$ cat src/sv/v3au_pkg.sv
// Shared opcodes, widths and saturation helper for the 3D vector arithmetic unit.
package v3au_pkg;

  // Default number of fraction bits in the fixed-point words.
  localparam int FRAC_BITS_DEF = 16;

  // Bits in one fixed-point word.
  localparam int WORD_W = 32;

  // One root bit per stage for the square root of a 64-bit sum.
  localparam int SQ_STAGES = 32;

  // Saturation bounds on the wide intermediate values.
  localparam logic signed [65:0] SAT_MAX = 66'sd2147483647;
  localparam logic signed [65:0] SAT_MIN = -66'sd2147483648;

  // Operation codes carried on the input side-band.
  typedef enum logic [2:0] {
    OP_ADD   = 3'd0,
    OP_SUB   = 3'd1,
    OP_SCALE = 3'd2,
    OP_DIV   = 3'd3,
    OP_DOT   = 3'd4,
    OP_CROSS = 3'd5,
    OP_MAG   = 3'd6,
    OP_NORM  = 3'd7
  } op_t;

  // Clamp a wide signed value to one word; the top bit reports clamping.
  function automatic logic [WORD_W:0] sat66(input logic signed [65:0] v);
    logic [WORD_W:0] res;
    if (v > SAT_MAX) begin
      res = {1'b1, 32'h7fff_ffff};
    end else if (v < SAT_MIN) begin
      res = {1'b1, 32'h8000_0000};
    end else begin
      res = {1'b0, v[WORD_W-1:0]};
    end
    return res;
  endfunction

endpackage

$ cat src/sv/v3au_isqrt.sv
// Pipelined integer square root of a 64-bit value, one root bit per stage.
module v3au_isqrt import v3au_pkg::*; (
  input  logic              clk,
  input  logic              en,
  input  logic [63:0]       rad,
  output logic [WORD_W-1:0] root
);

  logic [63:0]       rd [SQ_STAGES];
  logic [33:0]       rm [SQ_STAGES];
  logic [WORD_W-1:0] rt [SQ_STAGES];

  for (genvar g = 0; g < SQ_STAGES; g++) begin : g_st
    logic [63:0]       rd_in;
    logic [33:0]       rm_in;
    logic [WORD_W-1:0] rt_in;
    logic [35:0]       x;
    logic [35:0]       t;

    if (g == 0) begin : g_first
      assign rd_in = rad;
      assign rm_in = '0;
      assign rt_in = '0;
    end else begin : g_next
      assign rd_in = rd[g-1];
      assign rm_in = rm[g-1];
      assign rt_in = rt[g-1];
    end

    // Bring down two radicand bits and try the next root bit.
    assign x = {rm_in, rd_in[63:62]};
    assign t = {2'b00, rt_in, 2'b01};

    always_ff @(posedge clk) begin
      if (en) begin
        rd[g] <= rd_in << 2;
        if (x >= t) begin
          rm[g] <= 34'(x - t);
          rt[g] <= {rt_in[WORD_W-2:0], 1'b1};
        end else begin
          rm[g] <= x[33:0];
          rt[g] <= {rt_in[WORD_W-2:0], 1'b0};
        end
      end
    end
  end

  assign root = rt[SQ_STAGES-1];

endmodule

$ cat config.mk
export PLATFORM = sky130hd
export DESIGN_NAME = v3au_isqrt
export DESIGN_NICKNAME = d
export VERILOG_FILES = /design/src/sv/v3au_pkg.sv /design/src/sv/v3au_isqrt.sv
export SDC_FILE = /design/constraint.sdc
export NUM_CORES = 2
export LEC_CHECK = 0
export BUFFER_PORTS_ARGS = -buffer_cell sky130_fd_sc_hd__buf_2
export CORE_AREA = 4 4 516 518
export DETAILED_ROUTE_END_ITERATION = 10
export DIE_AREA = 0 0 520 522
export PLACE_DENSITY_LB_ADDON = 0.2
export SKIP_CTS_REPAIR_TIMING = 1
export SYNTH_ARGS = -nofsm -noshare
export SYNTH_HDL_FRONTEND = slang
export SYNTH_MEMORY_MAX_BITS = 65536
export SYNTH_SLANG_ARGS = --single-unit
$ cat constraint.sdc
create_clock -name clk -period 4.04 [get_ports clk]
set_input_delay 0.202 -clock clk [delete_from_list [all_inputs] [get_ports clk]]
set_output_delay 0.202 -clock clk [all_outputs]
set_load 0.05 [all_outputs]
==> results.json <==
{
  "hold_class": "input port to flop",
  "ys_seq_area_frac": 0.646,
  "fillers": 22400,
  "tightest_slew_ns": 1.13,
  "p_total_uw": 76400,
  "hpwl_um": 169000,
  "async_reset_ff_frac": 0,
  "outcome": "complete, no violations",
  "grt_pass1_vias": 68900,
  "synth.distinct_cells": 86,
  "finClkSkew_ns": 0.0802,
  "finalSetupTns_ns": 0,
  "grt_max_degree": 172,
  "final_common_cell": "edfxtp_1",
  "startpoint_type": "flop",
  "setup_viol": 0,
  "hold_viol": 0,
  "crit_buf_inv": 0,
  "crit_type": "flop to flop",
  "worstPathRequired_ns": 4.59,
  "antenna_left": 0,
  "via_per_inst": 5.32,
  "syn_area_um2": 117000,
  "critPathMaxFanout": 6,
  "pre_cts_ws_ns": 0.154,
  "p_per_area_nw_per_um2": 576,
  "overflow": 0,
  "fin_ws_ns": 0.233,
  "ys_ff_latch": 2523,
  "die_area_um2": 271000,
  "grt_pass1_wl_um": 375000,
  "clk_path_buf_depth": 4,
  "instances_no_fill": 13200,
  "rsz0062_at_grt": "no",
  "clock.fmax_ghz": 0.263,
  "seq_area_um2": 75800,
  "drive_above_1_share": 0.0816,
  "initial_core_util": 0.448,
  "ir_drop_uv": 441,
  "end_kind": "flop",
  "wl_um": 238000,
  "synth_edf_count": 2522,
  "clock-sinks": 2523,
  "synth-main-ff-cell": "edfxtp_1",
  "slew_headroom": 0.245,
  "crit_family": "simple AND/OR/NAND/NOR gates",
  "synth.net_count": 9682,
  "critPathMaxStageDelay_ns": 0.59,
  "wire_per_inst_um": 18.0,
  "gp_congestion": 0.918,
  "cts_buffers": 290,
  "ys_warn_count": 0,
  "dp_cells": 12600,
  "crit_slowest_cell": "or4_1",
  "power_leakage_uw": 0.0507,
  "htreeDepth": 5,
  "grtUsageTotal": 0.171,
  "synth_cells": 9053,
  "route.detailed.drc": 0,
  "crit_top_cell": "or4_1",
  "drv_slew": 0,
  "die_h_um": 522,
  "clk_latency_ns": 0.86,
  "num_rows": 188,
  "root_buffer": "clkbuf_16",
  "worstPathArrival_ns": 4.35,
  "design.core.area_um2": 262000,
  "die_x_um": 520,
  "vias": 70200,
  "finalNetCount": 10100,
  "clk_pin_slew_worst_paths_ns": 0.06,
  "syn_to_final_growth_pct": 13.1,
  "max_cap_viol_count": 0,
  "cts_tree": "built",
  "min_period_over_period": 0.942,
  "multi_input_area_um2": 38100,
  "antenna_found_initial": 7,
  "first_pass_iters": 6,
  "finalCriticalPeriod_ns": 3.81,
  "syn_avg_cell_area_um2": 12.9,
  "path_cells": "or4_1 -> or4_1 -> or4_1 -> or3_1 -> nor4_4 -> o2111ai_2 -> and3b_1 -> nand2_1 -> nor4_1 -> xor2_1",
  "port_buffers": 97,
  "top_level_ports": 98,
  "drt_iter0_markers": 5365,
  "layout_common_cells": "edfxtp_1 (2522), inv_1 (704), nand2_1 (631)"
}
metrics by stage:
step                hold slack, ns  cell area (um2)  utilization
floorplan                    0.301           117000            -
CTS                         -0.565           132000        0.504
global placement             0.379           123000        0.469
global route                0.0179           133000        0.507
finish                      0.0584           133000        0.507
detailed placement           0.380           123000        0.469
cell type report:
| class | instances | share of cell area |
|---|---|---|
| Antenna cell | 6 | 0.000113 |
| Clock buffer | 357 | 0.0576 |
| Clock inverter | 156 | 0.0116 |
| Inverter | 706 | 0.0200 |
| Multi-Input combinational cell | 5628 | 0.288 |
| Sequential cell | 2523 | 0.571 |
| Tap cell | 3515 | 0.0332 |
| Timing Repair Buffer | 309 | 0.0185 |
path summary, 6_finish.rpt:
check | endpoint | cells after the start | slack (ns) | from
max | rm[1][24] | 10 | 0.23 | rm[0][532]
min | rd[0][24] | 2 | 0.06 | rad[24]
max reg2reg | rm[1][24] | 10 | 0.23 | rm[0][532]
min reg2reg | rd[0][980] | 0 | 0.38 | rd[0][916]
flip-flops by register name, summed over array words and instances, names as in the netlist:
register	count
rm	1003
rd	992
rt	528
power breakdown:
group	switching, uW	internal [uW]
combinational	8990	6660
sequential	2200	33300
clock	10200	15100
synth_stat cells, types with 17 or more instances:
| cell type | n | area share |
|---|---|---|
| o21a_1 | 107 | 0.0069 |
| nand3b_1 | 23 | 0.0015 |
| edfxtp_1 | 2522 | 0.65 |
| nand4_1 | 92 | 0.0049 |
| xor2_1 | 428 | 0.032 |
| or4_1 | 48 | 0.0031 |
| o21ai_0 | 487 | 0.021 |
| nand2_1 | 631 | 0.020 |
| or2_2 | 53 | 0.0028 |
| o211ai_1 | 23 | 0.0015 |
| and2_1 | 54 | 0.0029 |
| nor3b_1 | 17 | 0.0011 |
| a21oi_1 | 570 | 0.024 |
| a31oi_1 | 55 | 0.0029 |
| and3_1 | 62 | 0.0033 |
| and4_1 | 17 | 0.0013 |
| nor4b_1 | 24 | 0.0018 |
| nor3_1 | 226 | 0.0097 |
| nand2b_1 | 119 | 0.0064 |
| nor2b_1 | 84 | 0.0045 |
| mux2i_1 | 17 | 0.0015 |
| a211oi_1 | 33 | 0.0021 |
| mux2_2 | 51 | 0.0049 |
| nor4_1 | 122 | 0.0065 |
| or3_1 | 99 | 0.0053 |
| nand4b_1 | 18 | 0.0013 |
| nor2_1 | 494 | 0.016 |
| o21bai_1 | 44 | 0.0028 |
| a21o_1 | 281 | 0.018 |
| ha_1 | 563 | 0.060 |
| nand3_1 | 129 | 0.0055 |
| xnor2_1 | 405 | 0.030 |
| o31ai_1 | 55 | 0.0035 |
| inv_1 | 704 | 0.023 |
| clkbuf_1 | 179 | 0.0057 |
routing by layer:
metal | global-route usage | vias to the layer above | wire, um
met4 | 0.0550 | 0 | 7360
met5 | 0 | - | 0
li1 | - | 34300 | -
met1 | 0.229 | 33800 | 106000
met2 | 0.286 | 1634 | 113000
met3 | 0.0257 | 466 | 11400
cell families (layout without fill, tap and decap cells):
kind of cell | Yosys count | count (layout) | synth area share
fa+ha+maj | 563 | 563 | 0.0601
mux | 68 | 68 | 0.00635
buf+inv | 902 | 1528 | 0.0291
xor+xnor | 833 | 833 | 0.0623
simple gates | 2341 | 2341 | 0.100
flops | 2523 | 2523 | 0.646
compound gates | 1823 | 1823 | 0.0955
other cells | 0 | 6 | 0
Note: power is estimated with default switching activity, not from simulation.
